**config.mk**
```make
export PLATFORM = sky130hd
export DESIGN_NAME = rtc_calendar_counter_unit_flat
export DESIGN_NICKNAME = d
export VERILOG_FILES = /design/src/design/rtc_cal_pkg.sv /design/src/design/rtc_cal_if.sv /design/src/design/rtc_calendar_counter_unit.sv /design/src/design/rtc_cal_step.sv /design/src/flat_wrapper.sv
export SDC_FILE = /design/constraint.sdc
export NUM_CORES = 1
export LEC_CHECK = 0
export ABC_AREA = 1
export BUFFER_PORTS_ARGS = -buffer_cell sky130_fd_sc_hd__buf_4
export CAP_MARGIN = 15
export CORE_ASPECT_RATIO = 0.7
export CORE_MARGIN = 3
export CORE_UTILIZATION = 60
export CTS_CLUSTER_SIZE = 10
export DETAILED_ROUTE_END_ITERATION = 6
export MAX_ROUTING_LAYER = met4
export PLACE_DENSITY = 0.78
export SLEW_MARGIN = 20
export SYNTH_ARGS = -nofsm -noshare
export SYNTH_HDL_FRONTEND = slang
export SYNTH_SLANG_ARGS = --single-unit
```
**constraint.sdc**
```tcl
create_clock -name clock -period 12.4 [get_ports clock]
set_clock_uncertainty 0.2 [all_clocks]
set_input_delay 0 -clock clock [delete_from_list [all_inputs] [get_ports clock]]
set_output_delay 0 -clock clock [all_outputs]
set_load 0.02 [all_outputs]
```
**src/design/rtc_cal_pkg.sv**
```systemverilog
// Package for the RTC calendar counter: shared types, calendar limits and
// the leap-year and month-length helpers. No dependencies.
package rtc_cal_pkg;

   localparam logic KIND_TICK = 1'b0;
   localparam logic KIND_LOAD = 1'b1;

   localparam logic [5:0]  SEC_LAST   = 6'd59;
   localparam logic [5:0]  MIN_LAST   = 6'd59;
   localparam logic [4:0]  HOUR_LAST  = 5'd23;
   localparam logic [3:0]  MONTH_LAST = 4'd12;
   localparam logic [13:0] YEAR_LAST  = 14'd9999;

   localparam logic [15:0] TPS_RESET = 16'd1000;

   // Reciprocal of 25 scaled by 2^17; exact for every 14-bit year.
   localparam logic [26:0] RECIP_25 = 27'd5243;
   localparam logic [13:0] DIV_25   = 14'd25;

   typedef struct packed {
      logic [5:0]  second;
      logic [5:0]  minute;
      logic [4:0]  hour;
      logic [4:0]  day;
      logic [3:0]  month;
      logic [13:0] year;
      logic        leap;
   } cal_time_type;

   typedef struct packed {
      logic        kind;
      logic [5:0]  load_second;
      logic [5:0]  load_minute;
      logic [4:0]  load_hour;
      logic [4:0]  load_day;
      logic [3:0]  load_month;
      logic [13:0] load_year;
   } cal_item_type;

   typedef struct packed {
      cal_time_type now;
      logic         second_strobe;
      logic         load_error;
   } cal_result_type;

   localparam cal_time_type TIME_RESET = '{
      second: 6'd0, minute: 6'd0, hour: 5'd0, day: 5'd1,
      month: 4'd1, year: 14'd0, leap: 1'b1
   };

   // Gregorian rule: divisible by 4, and not by 100 unless by 400.
   // Divisibility by 100 and 400 is divisibility by 4 or 16 and by 25.
   function automatic logic rtc_is_leap(input logic [13:0] year);
      logic [26:0] prod;
      logic [9:0]  quot;
      logic [13:0] rem;
      logic        div25;
      prod  = 27'(year) * RECIP_25;
      quot  = prod[26:17];
      rem   = year - 14'(quot * DIV_25);
      div25 = (rem == 14'd0);
      return (year[1:0] == 2'd0) && (!div25 || (year[3:0] == 4'd0));
   endfunction

   function automatic logic [4:0] rtc_month_days(input logic [3:0] month, input logic leap);
      logic [4:0] days;
      case (month)
         4'd2:    days = leap ? 5'd29 : 5'd28;
         4'd4:    days = 5'd30;
         4'd6:    days = 5'd30;
         4'd9:    days = 5'd30;
         4'd11:   days = 5'd30;
         default: days = 5'd31;
      endcase
      return days;
   endfunction

endpackage

```
**src/design/rtc_cal_if.sv**
```systemverilog
// Channel interfaces for the RTC calendar counter: request and response.
// Carries valid/ready and the payload fields. No dependencies.
interface rtc_cal_req_if;
   logic        valid;
   logic        ready;
   logic        kind;
   logic [5:0]  load_second;
   logic [5:0]  load_minute;
   logic [4:0]  load_hour;
   logic [4:0]  load_day;
   logic [3:0]  load_month;
   logic [13:0] load_year;

   modport source (output valid, kind, load_second, load_minute, load_hour, load_day,
                   load_month, load_year, input ready);
   modport sink (input valid, kind, load_second, load_minute, load_hour, load_day,
                 load_month, load_year, output ready);
endinterface

interface rtc_cal_rsp_if;
   logic        valid;
   logic        ready;
   logic [5:0]  out_second;
   logic [5:0]  out_minute;
   logic [4:0]  out_hour;
   logic [4:0]  out_day;
   logic [3:0]  out_month;
   logic [13:0] out_year;
   logic        out_leap;
   logic        second_strobe;
   logic        load_error;

   modport source (output valid, out_second, out_minute, out_hour, out_day, out_month,
                   out_year, out_leap, second_strobe, load_error, input ready);
   modport sink (input valid, out_second, out_minute, out_hour, out_day, out_month,
                 out_year, out_leap, second_strobe, load_error, output ready);
endinterface

```
**src/design/rtc_calendar_counter_unit.sv**
```systemverilog
// Top level of the RTC calendar counter: input register, prescaler, calendar
// state and a two-entry result buffer. Depends on rtc_cal_pkg, rtc_cal_if
// and rtc_cal_step.
//
// Usage:
// Items arrive on req_chan; kind selects a timer tick or a load of date and
// time. Every item gives exactly one result on rsp_chan with the date and
// time after the item, the leap flag, a second strobe for ticks that complete
// a second and an error flag for rejected loads.
// An item transferred on req_chan is registered; once the result buffer has
// room it updates the state and its result enters the buffer for rsp_chan.
// Throughput: one item per cycle while the buffer has room; the calendar
// carry is evaluated in one pass from input register to result buffer.
// The result buffer holds two entries, so a new item is taken while one
// result waits; when the receiver stalls long enough the buffer fills and
// req_chan.ready drops until a result is transferred.
// csr_wr_en/csr_wr_data write ticks per second; write it only while idle.
// Reset: synchronous, active high. Clears the prescaler, sets the clock to
// 00:00:00 on day 1 of month 1 of year 0 (a leap year) and ticks per second
// to 1000.
module rtc_calendar_counter_unit
   import rtc_cal_pkg::*;
#(
   parameter int PRESCALE_WIDTH = 16
) (
   input  logic                 clock,
   input  logic                 reset,
   rtc_cal_req_if.sink          req_chan,
   rtc_cal_rsp_if.source        rsp_chan,
   input  logic                 csr_wr_en,
   input  logic [15:0]          csr_wr_data
);

   localparam int CMP_WIDTH = (PRESCALE_WIDTH + 1 > 16) ? PRESCALE_WIDTH + 1 : 17;

   logic [15:0]               tps_ff;
   logic [PRESCALE_WIDTH-1:0] prescale_ff, prescale_in;
   logic [PRESCALE_WIDTH:0]   presc_next;
   logic                      presc_wrap;
   logic                      second_done;

   logic          item_valid_ff;
   cal_item_type  item_ff;
   cal_time_type  time_ff;
   cal_result_type step_result;

   cal_result_type entry_ff [2];
   logic           wr_ptr_ff, rd_ptr_ff;
   logic [1:0]     count_ff, count_in;
   logic           push, pop, advance, take;
   cal_result_type head;

   // Input register; it moves on whenever the result buffer has room.
   assign pop     = rsp_chan.valid && rsp_chan.ready;
   assign advance = item_valid_ff && ((count_ff != 2'd2) || pop);
   assign push    = advance;
   assign take    = req_chan.valid && req_chan.ready;
   assign req_chan.ready = !item_valid_ff || advance;

   always_ff @(posedge clock) begin
      if (reset) begin
         item_valid_ff <= 1'b0;
      end else if (take) begin
         item_valid_ff <= 1'b1;
      end else if (advance) begin
         item_valid_ff <= 1'b0;
      end
   end

   always_ff @(posedge clock) begin
      if (take) begin
         item_ff.kind        <= req_chan.kind;
         item_ff.load_second <= req_chan.load_second;
         item_ff.load_minute <= req_chan.load_minute;
         item_ff.load_hour   <= req_chan.load_hour;
         item_ff.load_day    <= req_chan.load_day;
         item_ff.load_month  <= req_chan.load_month;
         item_ff.load_year   <= req_chan.load_year;
      end
   end

   always_ff @(posedge clock) begin
      if (reset) begin
         tps_ff <= TPS_RESET;
      end else if (csr_wr_en) begin
         tps_ff <= csr_wr_data;
      end
   end

   // The prescaler wraps when it reaches the programmed count or runs out
   // of bits; a count of zero therefore completes a second on every tick.
   assign presc_next  = {1'b0, prescale_ff} + (PRESCALE_WIDTH + 1)'(1);
   assign presc_wrap  = (CMP_WIDTH'(presc_next) >= CMP_WIDTH'(tps_ff)) ||
                        presc_next[PRESCALE_WIDTH];
   assign second_done = presc_wrap;
   assign prescale_in = presc_wrap ? '0 : presc_next[PRESCALE_WIDTH-1:0];

   always_ff @(posedge clock) begin
      if (reset) begin
         prescale_ff <= '0;
      end else if (advance && (item_ff.kind == KIND_TICK)) begin
         prescale_ff <= prescale_in;
      end
   end

   rtc_cal_step u_step (
      .cur         (time_ff),
      .item        (item_ff),
      .second_done (second_done),
      .result      (step_result)
   );

   always_ff @(posedge clock) begin
      if (reset) begin
         time_ff <= TIME_RESET;
      end else if (advance) begin
         time_ff <= step_result.now;
      end
   end

   // Two-entry result buffer.
   always_comb begin
      count_in = count_ff;
      if (push && !pop) begin
         count_in = count_ff + 2'd1;
      end else if (pop && !push) begin
         count_in = count_ff - 2'd1;
      end
   end

   always_ff @(posedge clock) begin
      if (reset) begin
         count_ff  <= 2'd0;
         wr_ptr_ff <= 1'b0;
         rd_ptr_ff <= 1'b0;
      end else begin
         count_ff <= count_in;
         if (push) begin
            wr_ptr_ff <= !wr_ptr_ff;
         end
         if (pop) begin
            rd_ptr_ff <= !rd_ptr_ff;
         end
      end
   end

   always_ff @(posedge clock) begin
      if (push) begin
         entry_ff[wr_ptr_ff] <= step_result;
      end
   end

   assign head = entry_ff[rd_ptr_ff];

   assign rsp_chan.valid         = (count_ff != 2'd0);
   assign rsp_chan.out_second    = head.now.second;
   assign rsp_chan.out_minute    = head.now.minute;
   assign rsp_chan.out_hour      = head.now.hour;
   assign rsp_chan.out_day       = head.now.day;
   assign rsp_chan.out_month     = head.now.month;
   assign rsp_chan.out_year      = head.now.year;
   assign rsp_chan.out_leap      = head.now.leap;
   assign rsp_chan.second_strobe = head.second_strobe;
   assign rsp_chan.load_error    = head.load_error;

endmodule

```
**src/design/rtc_cal_step.sv**
```systemverilog
// Next-state logic of the calendar: one-second advance with carry through
// all fields, and the checked load. Depends on rtc_cal_pkg.
module rtc_cal_step
   import rtc_cal_pkg::*;
(
   input  cal_time_type   cur,
   input  cal_item_type   item,
   input  logic           second_done,
   output cal_result_type result
);

   logic        sec_wrap, min_wrap, hour_wrap, day_wrap, month_wrap;
   logic [4:0]  month_len;
   logic [13:0] year_next;
   logic        load_leap;
   logic [4:0]  load_len;
   logic        load_ok;
   cal_time_type tick_time;

   assign month_len  = rtc_month_days(cur.month, cur.leap);
   assign sec_wrap   = (cur.second >= SEC_LAST);
   assign min_wrap   = sec_wrap && (cur.minute >= MIN_LAST);
   assign hour_wrap  = min_wrap && (cur.hour >= HOUR_LAST);
   assign day_wrap   = hour_wrap && (cur.day >= month_len);
   assign month_wrap = day_wrap && (cur.month >= MONTH_LAST);
   assign year_next  = (cur.year >= YEAR_LAST) ? 14'd0 : cur.year + 14'd1;

   always_comb begin
      tick_time = cur;
      if (second_done) begin
         tick_time.second = sec_wrap ? 6'd0 : cur.second + 6'd1;
         if (sec_wrap) begin
            tick_time.minute = (cur.minute >= MIN_LAST) ? 6'd0 : cur.minute + 6'd1;
         end
         if (min_wrap) begin
            tick_time.hour = (cur.hour >= HOUR_LAST) ? 5'd0 : cur.hour + 5'd1;
         end
         if (hour_wrap) begin
            tick_time.day = (cur.day >= month_len) ? 5'd1 : cur.day + 5'd1;
         end
         if (day_wrap) begin
            tick_time.month = (cur.month >= MONTH_LAST) ? 4'd1 : cur.month + 4'd1;
         end
         if (month_wrap) begin
            tick_time.year = year_next;
            tick_time.leap = rtc_is_leap(year_next);
         end
      end
   end

   assign load_leap = rtc_is_leap(item.load_year);
   assign load_len  = rtc_month_days(item.load_month, load_leap);
   assign load_ok   = (item.load_second <= SEC_LAST) && (item.load_minute <= MIN_LAST) &&
                      (item.load_hour <= HOUR_LAST) && (item.load_month != 4'd0) &&
                      (item.load_month <= MONTH_LAST) && (item.load_year <= YEAR_LAST) &&
                      (item.load_day != 5'd0) && (item.load_day <= load_len);

   always_comb begin
      result.now           = cur;
      result.second_strobe = 1'b0;
      result.load_error    = 1'b0;
      if (item.kind == KIND_TICK) begin
         result.now           = tick_time;
         result.second_strobe = second_done;
      end else if (load_ok) begin
         result.now.second = item.load_second;
         result.now.minute = item.load_minute;
         result.now.hour   = item.load_hour;
         result.now.day    = item.load_day;
         result.now.month  = item.load_month;
         result.now.year   = item.load_year;
         result.now.leap   = load_leap;
      end else begin
         result.load_error = 1'b1;
      end
   end

endmodule
```
**src/flat_wrapper.sv**
```systemverilog
// flat-port wrapper written by rule: the top's interface ports become plain ports
module rtc_calendar_counter_unit_flat import rtc_cal_pkg::*;
#(
   parameter int PRESCALE_WIDTH = 16
)
  (clock, reset, csr_wr_en, csr_wr_data, req_chan_valid, req_chan_kind, req_chan_load_second, req_chan_load_minute, req_chan_load_hour, req_chan_load_day, req_chan_load_month, req_chan_load_year, req_chan_ready, rsp_chan_valid, rsp_chan_out_second, rsp_chan_out_minute, rsp_chan_out_hour, rsp_chan_out_day, rsp_chan_out_month, rsp_chan_out_year, rsp_chan_out_leap, rsp_chan_second_strobe, rsp_chan_load_error, rsp_chan_ready);
  rtc_cal_req_if req_chan_i ();
  rtc_cal_rsp_if rsp_chan_i ();
  input  logic clock;
  input  logic reset;
  input  logic csr_wr_en;
  input  logic [15:0] csr_wr_data;
  input wire logic [$bits(req_chan_i.valid)-1:0] req_chan_valid;
  input wire logic [$bits(req_chan_i.kind)-1:0] req_chan_kind;
  input wire logic [$bits(req_chan_i.load_second)-1:0] req_chan_load_second;
  input wire logic [$bits(req_chan_i.load_minute)-1:0] req_chan_load_minute;
  input wire logic [$bits(req_chan_i.load_hour)-1:0] req_chan_load_hour;
  input wire logic [$bits(req_chan_i.load_day)-1:0] req_chan_load_day;
  input wire logic [$bits(req_chan_i.load_month)-1:0] req_chan_load_month;
  input wire logic [$bits(req_chan_i.load_year)-1:0] req_chan_load_year;
  output wire logic [$bits(req_chan_i.ready)-1:0] req_chan_ready;
  output wire logic [$bits(rsp_chan_i.valid)-1:0] rsp_chan_valid;
  output wire logic [$bits(rsp_chan_i.out_second)-1:0] rsp_chan_out_second;
  output wire logic [$bits(rsp_chan_i.out_minute)-1:0] rsp_chan_out_minute;
  output wire logic [$bits(rsp_chan_i.out_hour)-1:0] rsp_chan_out_hour;
  output wire logic [$bits(rsp_chan_i.out_day)-1:0] rsp_chan_out_day;
  output wire logic [$bits(rsp_chan_i.out_month)-1:0] rsp_chan_out_month;
  output wire logic [$bits(rsp_chan_i.out_year)-1:0] rsp_chan_out_year;
  output wire logic [$bits(rsp_chan_i.out_leap)-1:0] rsp_chan_out_leap;
  output wire logic [$bits(rsp_chan_i.second_strobe)-1:0] rsp_chan_second_strobe;
  output wire logic [$bits(rsp_chan_i.load_error)-1:0] rsp_chan_load_error;
  input wire logic [$bits(rsp_chan_i.ready)-1:0] rsp_chan_ready;
  assign req_chan_i.valid = req_chan_valid;
  assign req_chan_i.kind = req_chan_kind;
  assign req_chan_i.load_second = req_chan_load_second;
  assign req_chan_i.load_minute = req_chan_load_minute;
  assign req_chan_i.load_hour = req_chan_load_hour;
  assign req_chan_i.load_day = req_chan_load_day;
  assign req_chan_i.load_month = req_chan_load_month;
  assign req_chan_i.load_year = req_chan_load_year;
  assign req_chan_ready = req_chan_i.ready;
  assign rsp_chan_valid = rsp_chan_i.valid;
  assign rsp_chan_out_second = rsp_chan_i.out_second;
  assign rsp_chan_out_minute = rsp_chan_i.out_minute;
  assign rsp_chan_out_hour = rsp_chan_i.out_hour;
  assign rsp_chan_out_day = rsp_chan_i.out_day;
  assign rsp_chan_out_month = rsp_chan_i.out_month;
  assign rsp_chan_out_year = rsp_chan_i.out_year;
  assign rsp_chan_out_leap = rsp_chan_i.out_leap;
  assign rsp_chan_second_strobe = rsp_chan_i.second_strobe;
  assign rsp_chan_load_error = rsp_chan_i.load_error;
  assign rsp_chan_i.ready = rsp_chan_ready;
  rtc_calendar_counter_unit #(.PRESCALE_WIDTH(PRESCALE_WIDTH)) u_core (.clock(clock), .reset(reset), .req_chan(req_chan_i), .rsp_chan(rsp_chan_i), .csr_wr_en(csr_wr_en), .csr_wr_data(csr_wr_data));
endmodule
```
# Word level (Yosys, flattened, before mapping)
# Memory sizes are Yosys's and may differ from the RTL's. A register that Yosys moved wholly into a read port is not among the register bits.
# Index checks and enable logic that the tools add are counted.
word_totals:
  register_bits: 119
  ramBits: 86
  inputBits: 62
  output_inout_bits: 45
  elab_cells: 135
  memories: 1
memory_table:
  columns: ["memory", "words", "width", "read_ports", "rd_ports_with_merged_regs", "wr", "line", "source"]
  rows:
  - ["u_core.entry_ff", 2, 43, 1, 1, 1, "rtc_calendar_counter_unit.sv:47", "cal_result_type entry_ff [2];"]
classes:
  addsub: 11
  mul: 4
  magnitude_cmp: 13
  n_eq_ne: 11
  muxes: 30
  bitwise: 1
  reduce_logical: 44
op_table:
  columns: ["cell", "count"]
  rows:
  - ["41-bit 2-to-1 mux", 3]
  - ["14-bit by 13-bit multiplier with 27-bit output, second input constant", 2]
  - ["14-bit logical NOT", 2]
  - ["10-bit by 5-bit multiplier with 14-bit output, second input constant", 2]
  - ["14-bit subtractor", 2]
  - ["5-bit 2-to-1 mux", 4]
  - ["1-bit logical AND", 19]
  - ["6-bit 2-to-1 mux", 3]
  - ["16-bit by 1-bit adder with 17-bit output, second input constant", 1]
  - ["17-bit by 16-bit greater-or-equal comparator with 1-bit output", 1]
  - ["4-bit by 3-bit equality test with 1-bit output, second input constant", 4]
  - ["4-bit equality test, second input constant", 4]
  - ["16-bit 2-to-1 mux", 1]
  - ["15-bit 2-to-1 mux", 1]
  - ["14-bit by 1-bit adder with 14-bit output, second input constant", 1]
  - ["14-bit greater-or-equal comparator, second input constant", 1]
  - ["14-bit less-or-equal comparator, second input constant", 1]
  - ["14-bit 2-to-1 mux", 1]
  - ["6-bit by 1-bit adder with 6-bit output, second input constant", 2]
  - ["6-bit greater-or-equal comparator, second input constant", 2]
  - ["6-bit less-or-equal comparator, second input constant", 2]
  - ["1-bit 2-to-1 mux", 11]
  - ["5-bit by 1-bit adder with 5-bit output, second input constant", 2]
  - ["5-bit one-hot mux with 2 select lines", 1]
  - ["other kinds (23)", 41]

# Longest topological paths before layout
# Gate-level depths: netlist of the first run.
logic_depth:
  word_depth: 13
  ltp_mapped: 68
  depth_no_buf: 68

# Modules after synthesis
# From an unflattened synthesis of the first run, not the netlist that was laid out.
hier_totals:
  cells_unflattened: 2225
  area_unflattened_um2: 19692.6
modules_own_cells:
  columns: ["module", "n_inst", "cells_each", "area_per_inst_um2"]
  rows:
  - ["rtc_cal_step", 1, 1550, 11723.7]
  - ["rtc_calendar_counter_unit", 1, 675, 7968.9]

# Least setup slack after synthesis of the first run
# No wires, ideal clock.
synth_path:
  kind: "register -> register"
  startpoint: "register u_core.item_ff[10] (netlist name)"
  endpoint: "memory u_core.entry_ff[0][18] (netlist name) (data pin)"
  setup_time_ns: 0.266
  arrival_ns: 9.120
  required_ns: 11.934
  setup_slack_ns: 2.813
  path_stages_with_launch: 54
  path_buffers: 1
  synth_period_minus_slack_ns: 9.587
  cell_sequence: "edfxtp_1 > fa_1 > ha_1 > inv_1 > fa_1 > inv_1 > fa_1 > inv_1 > fa_1 > inv_1 > ha_1 > nand2_1 > nor2_1 > inv_1 > nor2_1 > nand2_1 > nand2_1 > nand2_1 > (+18 left out) > nand2_1 > nor2_1 > nand2_1 > nor2_1 > nand2_1 > nor2_1 > nand3_1 > nand2_1 > a21oi_1 > ha_1 > a211oi_1 > a221oi_1 > nand3_1 > nand2_1 > inv_1 > clkbuf_1 > a22oi_1 > nand2_1"
synth_rtl:
  columns: ["item", "line", "source"]
  rows:
  - ["start, declared", "rtc_calendar_counter_unit.sv:43", "cal_item_type item_ff;"]
  - ["end, declared", "rtc_calendar_counter_unit.sv:47", null]

==> results of run 1 <==
[critical path, delay by kind of cell, from the launching register on]
| family | cells | cell delay [ns] |
|---|---|---|
| adder cells (fa/ha/maj) | 11 | 4.52 |
| AO/OA/AOI/OAI | 13 | 2.47 |
| AND/OR/NAND/NOR | 19 | 2.32 |
| buffers and inverters | 9 | 1.00 |
| flip-flops | 1 | 0.55 |
| XOR/XNOR | 1 | 0.20 |
[sequential cells by signal, indices dropped and copies added, names as in the netlist, named ones only]
name / flops
u_core.entry_ff: 86
u_core.item_ff: 41
u_core.tps_ff: 16
u_core.rd_ptr_ff: 1
u_core.count_ff: 2
u_core.item_valid_ff: 1
u_core.prescale_ff: 16
u_core.time_ff: 41
u_core.wr_ptr_ff: 1
[cells by family (layout without fill, tap and decap cells)]
group,after synthesis,after routing,share of synthesized area [%]
xor+xnor,50,50,2.26
compound gates,330,330,9.47
fa+ha+maj,456,456,34.9
flops,206,206,27.4
buf+inv,514,764,9.94
mux,43,43,2.46
simple gates,614,614,13.6
[synthesized netlist by cell type (all sizes together), types with 40 or more instances]
cell	instances	area (um2)
edfxtp	127	3810
mux2	43	484
a21oi	154	786
nand3	111	598
nor2	120	500
dfxtp	79	1580
xor2	40	358
nand2	328	1250
fa	158	3160
o21ai	105	526
ha	298	3730
inv	472	1770
[routing by layer]
layer	routed length, um	vias up	track usage [%]
li1	-	7696	-
met1	23100	7841	42.3
met2	24100	748	49.4
met3	4710	106	5.38
met4	979	0	6.44
met5	0	-	-
[final timing paths]
kind,from,end,slack (ns),cells after the start
max,u_core.item_ff[6]$_DFFE_PP_,u_core.time_ff[38]$_SDFFE_PP0P_,1.0,53
min,req_chan_load_year[7],u_core.item_ff[7]$_DFFE_PP_,0.03,2
max reg2reg,u_core.item_ff[6]$_DFFE_PP_,u_core.time_ff[38]$_SDFFE_PP0P_,1.0,53
min reg2reg,u_core.prescale_ff[10]$_SDFFE_PP0P_,u_core.prescale_ff[10]$_SDFFE_PP0P_,0.30,2
[layout make-up]
class | count | area (um2)
timing repair buffer | 248 | 2200
inverter | 473 | 1780
tap | 420 | 526
fill | 2221 | 8670
sequential | 206 | 5400
clock buffer | 41 | 738
multi-input combinational | 1493 | 12400
clock inverter | 2 | 50.0
[metrics by stage]
stage | area [um2] | util, % | hold slack (ns)
6_report | 23100 | 72.7 | 0.0345
5_1_grt | 23100 | 72.7 | 0.0285
4_1_cts | 23100 | 72.7 | 0.0197
3_5_place_dp | 21000 | 66.0 | -0.0207
3_3_place_gp | 21000 | 66.0 | -0.0219
2_1_floorplan | 19700 | - | -0.101
[repair_timing]
item,CTS,global route
hold buffers,134,0
hold endpoints to repair,118,0
buffers inserted,0,0
endpoints found under the setup margin,0,26
resized for setup,0,1
==> results.md, run 1 <==
- Clk sinks: 206
- Clock Root Buffer: clkbuf_16
- Clk_lat worst skew: approximately 0.55 ns
- Crit path time final: 11.40 ns
- Global-route wire length before repair: between 80000 and 90000 um
- Share of layout cells above drive strength 1: roughly 9.7%
- Status: finished clean
- EDFF count, synth: 127
- Syn_nets: around 2700
- Global route overflow: 0
- WP data arrival: 11.64 ns
- #FFs+latches synth: between 200 and 250
- Via count: 16400
- Commonest non-fill, non-tap cell in the layout: inv_1
- Most used cell, CP: nand2_1
- Slowest CP cell: edfxtp_1
- Count of final setup violators: 0
- Fin Setup TNS: 0 ns
- Total GRT Usage: between 30% and 40%
- Post-DRT Antenna Nets: 0
- Netlist cell types: 50
- Number of diodes: 0
- Synth async-reset ratio: 0%
- Initial Util: approximately 62%
- Max_slew headroom: approximately 50%
- Mapped Cells: around 2200
- Clk buf depth: 3
- Crit Path Class: reg -> reg
- Drt wl/cell: approximately 18 um
- # DRC: 0
- Final hold vios: 0
- WP data required: roughly 13 ns
- Post-DP HPWL: between 30000 and 40000 um
- Final setup margin: around 1 ns
- Nature of the critical path startpoint: flop
- Top Ports: between 100 and 150
- Non-filler instance count after layout: just under 3000
- Sequential area share after synthesis: between 20% and 30%
- Yosys warns: 0
- Fmax: 87.7 MHz
- Nets: approximately 3000
- Vias in the first global route: between 15000 and 20000
- Die area: approximately 35000 um2
- Max-capacitance violation count: 0
- Cell Area, Synth: 19700 um2
- Fin crit share: between 90 and 100%
- Element type at the critical path end: flop
- Placed insts: about 2700
- Initial antenna violation count: 0
- Max incr delay on CP: approximately 0.55 ns
- Slew @ Worst Pin: 0.764 ns
- Mean Syn Cell Area: between 8 and 9 um2
- H-Tree Depth: 1
- Max-slew violation total from the final report: 0
- Port Buffers: ~110
- P&R area growth vs syn: 17.1%
- First DRT Iteration DRCs: approximately 1500
- Dominant synthesized flop cell: edfxtp_1
- Die Ht: approximately 160 um
- Die X: 223 um
- Reg clk slew, reported paths: about 0.060 ns
- Final GP Congestion: about 0.95
- Most frequent cells in the layout: inv_1 (459), nand2_1 (321), ha_1 (298)
- Detail-routed via count per cell: roughly 5.7
- CTS Buf Count: 25
- Critical-path maximum fanout: 33
- DRT Wirelength: 52800 um
- Total core area: 31800 um2
- DRT Pass-1 Iters: 6
- Pin count of the biggest net entering global routing: 64
- RSZ-0062 raised after global routing: false
- Worst min-delay path class: in -> reg
- CTS tree: yes
- # rows: 54
- Dpl ws: a little over 0.9 ns
Power of run 1 is left out: the tool's default activity adds up to more than one toggle a clock period on the data nets, which glitch-free logic cannot reach.
==> run 2, diff against run 1 <==
==> constraint.sdc (replaced) <==
create_clock -name clock -period 12.4 [get_ports clock]
set_clock_uncertainty 0.2 [all_clocks]
set_input_delay 2.48 -clock clock [delete_from_list [all_inputs] [get_ports clock]]
set_output_delay 2.48 -clock clock [all_outputs]
set_load 0.02 [all_outputs]
==> results.md, run 2 (synthesis gave the netlist of run 1 again) <==
- Nature of the critical path startpoint: flop
- Detail-routed via count per cell: ~5.6
- Slew @ Worst Pin: roughly 0.76 ns
- Total GRT Usage: ~28%
- Crit path time final: 11.29 ns
- # DRC: 0
- Hold WS: approximately 0.26 ns
- Max-slew violation total from the final report: 0
- Top Ports: approximately 110
- Pin count of the biggest net entering global routing: 64
- Global-route wire length before repair: 77700 um
- Non-filler instance count after layout: between 2000 and 3000
- Post-cts hold buffer count: 0
- Final hold vios: 0
- Max_slew headroom: 49.5%
- Final GP Congestion: 0.948
- # rows: 54
- Biggest regs: u_core.entry_ff: 86 flops, u_core.item_ff: 41 flops, u_core.time_ff: 41 flops
- Initial Util: ~62%
- Max FFs per register: between 80 and 90
- Nets: 2831
- Critical-path maximum fanout: 33
- P&R area growth vs syn: 10.3%
- Share of layout cells above drive strength 1: 10.2%
- CTS tree: yes
- Via count: 15400
- Fin crit share: between 90% and 100%
- Die X: 223 um
- Post-DP HPWL: between 30000 and 40000 um
- Most frequent cells in the layout: inv_1 (459), nand2_1 (321), ha_1 (298)
- Most used cell, CP: nand2_1
- Status: finished clean
- DRT Wirelength: 47600 um
- Clk buf depth: 3
- Post-DRT Antenna Nets: 0
- Die Ht: about 160 um
- Crit Path Class: reg -> reg
- Reg clk slew, reported paths: 0.06 ns
- Fmax: between 80 and 90 MHz
- Top reg by flops: u_core.entry_ff
- Element type at the critical path end: flop
- Fin Setup TNS: 0 ns
- PostCTS Resize Cnt: 0
- Global route overflow: 0
- Clock Root Buffer: clkbuf_16
- Worst min-delay path class: reg -> reg
- Count of final setup violators: 0
- WP data arrival: around 12 ns
- DRT Pass-1 Iters: 6
- RSZ-0062 raised after global routing: false
- Clk_lat worst skew: 0.55 ns
- Initial antenna violation count: 1
- First DRT Iteration DRCs: around 1300
- Max-capacitance violation count: 0
- Total core area: approximately 32000 um2
- Max incr delay on CP: approximately 0.56 ns
- Die area: roughly 35000 um2
- WP data required: between 10 and 15 ns
- Commonest non-fill, non-tap cell in the layout: inv_1
- Placed insts: 2706
- Post-CTS Setup Bufs: 0
- Clk sinks: about 210
- Port Buffers: between 100 and 150
- Slowest CP cell: edfxtp_1
- Vias in the first global route: about 15000
- H-Tree Depth: 1
- Filler cells: roughly 2500
- Drt wl/cell: ~17 um
- CTS Buf Count: 25
## run 2: cell count changes in the layout (fill, tap and decap cells not counted), sizes merged
cell / previous run / this run
dlygate4sd3: 134 / 0
diode: 0 / 1
## run 2: final cells by class
type                       count  area [um2]  share of cell area (%)
multi-input combinational   1493       12400                    57.0
sequential                   206        5400                    24.8
inverter                     473        1780                    8.16
timing repair buffer         114         856                    3.94
clock buffer                  41         738                    3.39
tap                          420         526                    2.42
clock inverter                 2        50.0                   0.230
antenna                        1        2.50                  0.0115
## run 2: worst paths after layout
check | startpoint | end | slack (ns) | cells after the start
min reg2reg | u_core.tps_ff[15]$_SDFFE_PP0P_ | u_core.tps_ff[15]$_SDFFE_PP0P_ | 0.26 | 2
max reg2reg | u_core.item_ff[6]$_DFFE_PP_ | u_core.time_ff[36]$_SDFFE_PP0P_ | 1.11 | 54
max | u_core.item_ff[6]$_DFFE_PP_ | u_core.time_ff[36]$_SDFFE_PP0P_ | 1.11 | 54
min | u_core.tps_ff[15]$_SDFFE_PP0P_ | u_core.tps_ff[15]$_SDFFE_PP0P_ | 0.26 | 2
## run 2: routing by layer
layer / vias to the layer above / routed length, um / track usage (%)
met1: 7354 / 22200 / 40.3
met4: 0 / 837 / 4.99
met3: 78 / 3720 / 4.50
met5: - / 0 / -
met2: 555 / 20800 / 42.9
li1: 7423 / - / -
## run 2: worst max-delay path, delay by kind of cell, from the launching register on
family                     cells  cell delay (ns)
buffers and inverters          8             0.87
adders and majority gates     11             4.52
and+or+nand+nor               24             2.86
DFF                            1             0.56
AOI/OAI and AO/OA             10             1.86
xor gates and xnor gates       1             0.31
## run 2: per-stage QoR
| step | setup slack (ns) | util, % | instance area, um2 |
|---|---|---|---|
| finish | 1.11 | 68.5 | 21700 |
| global route | 0.241 | 68.5 | 21700 |
| CTS | 0.906 | 68.5 | 21700 |
| detailed placement | 0.914 | 66.0 | 21000 |
| global placement | 1.33 | 66.0 | 21000 |
| floorplan | 2.81 | - | 19700 |
Power of run 2 is left out for the same reason.
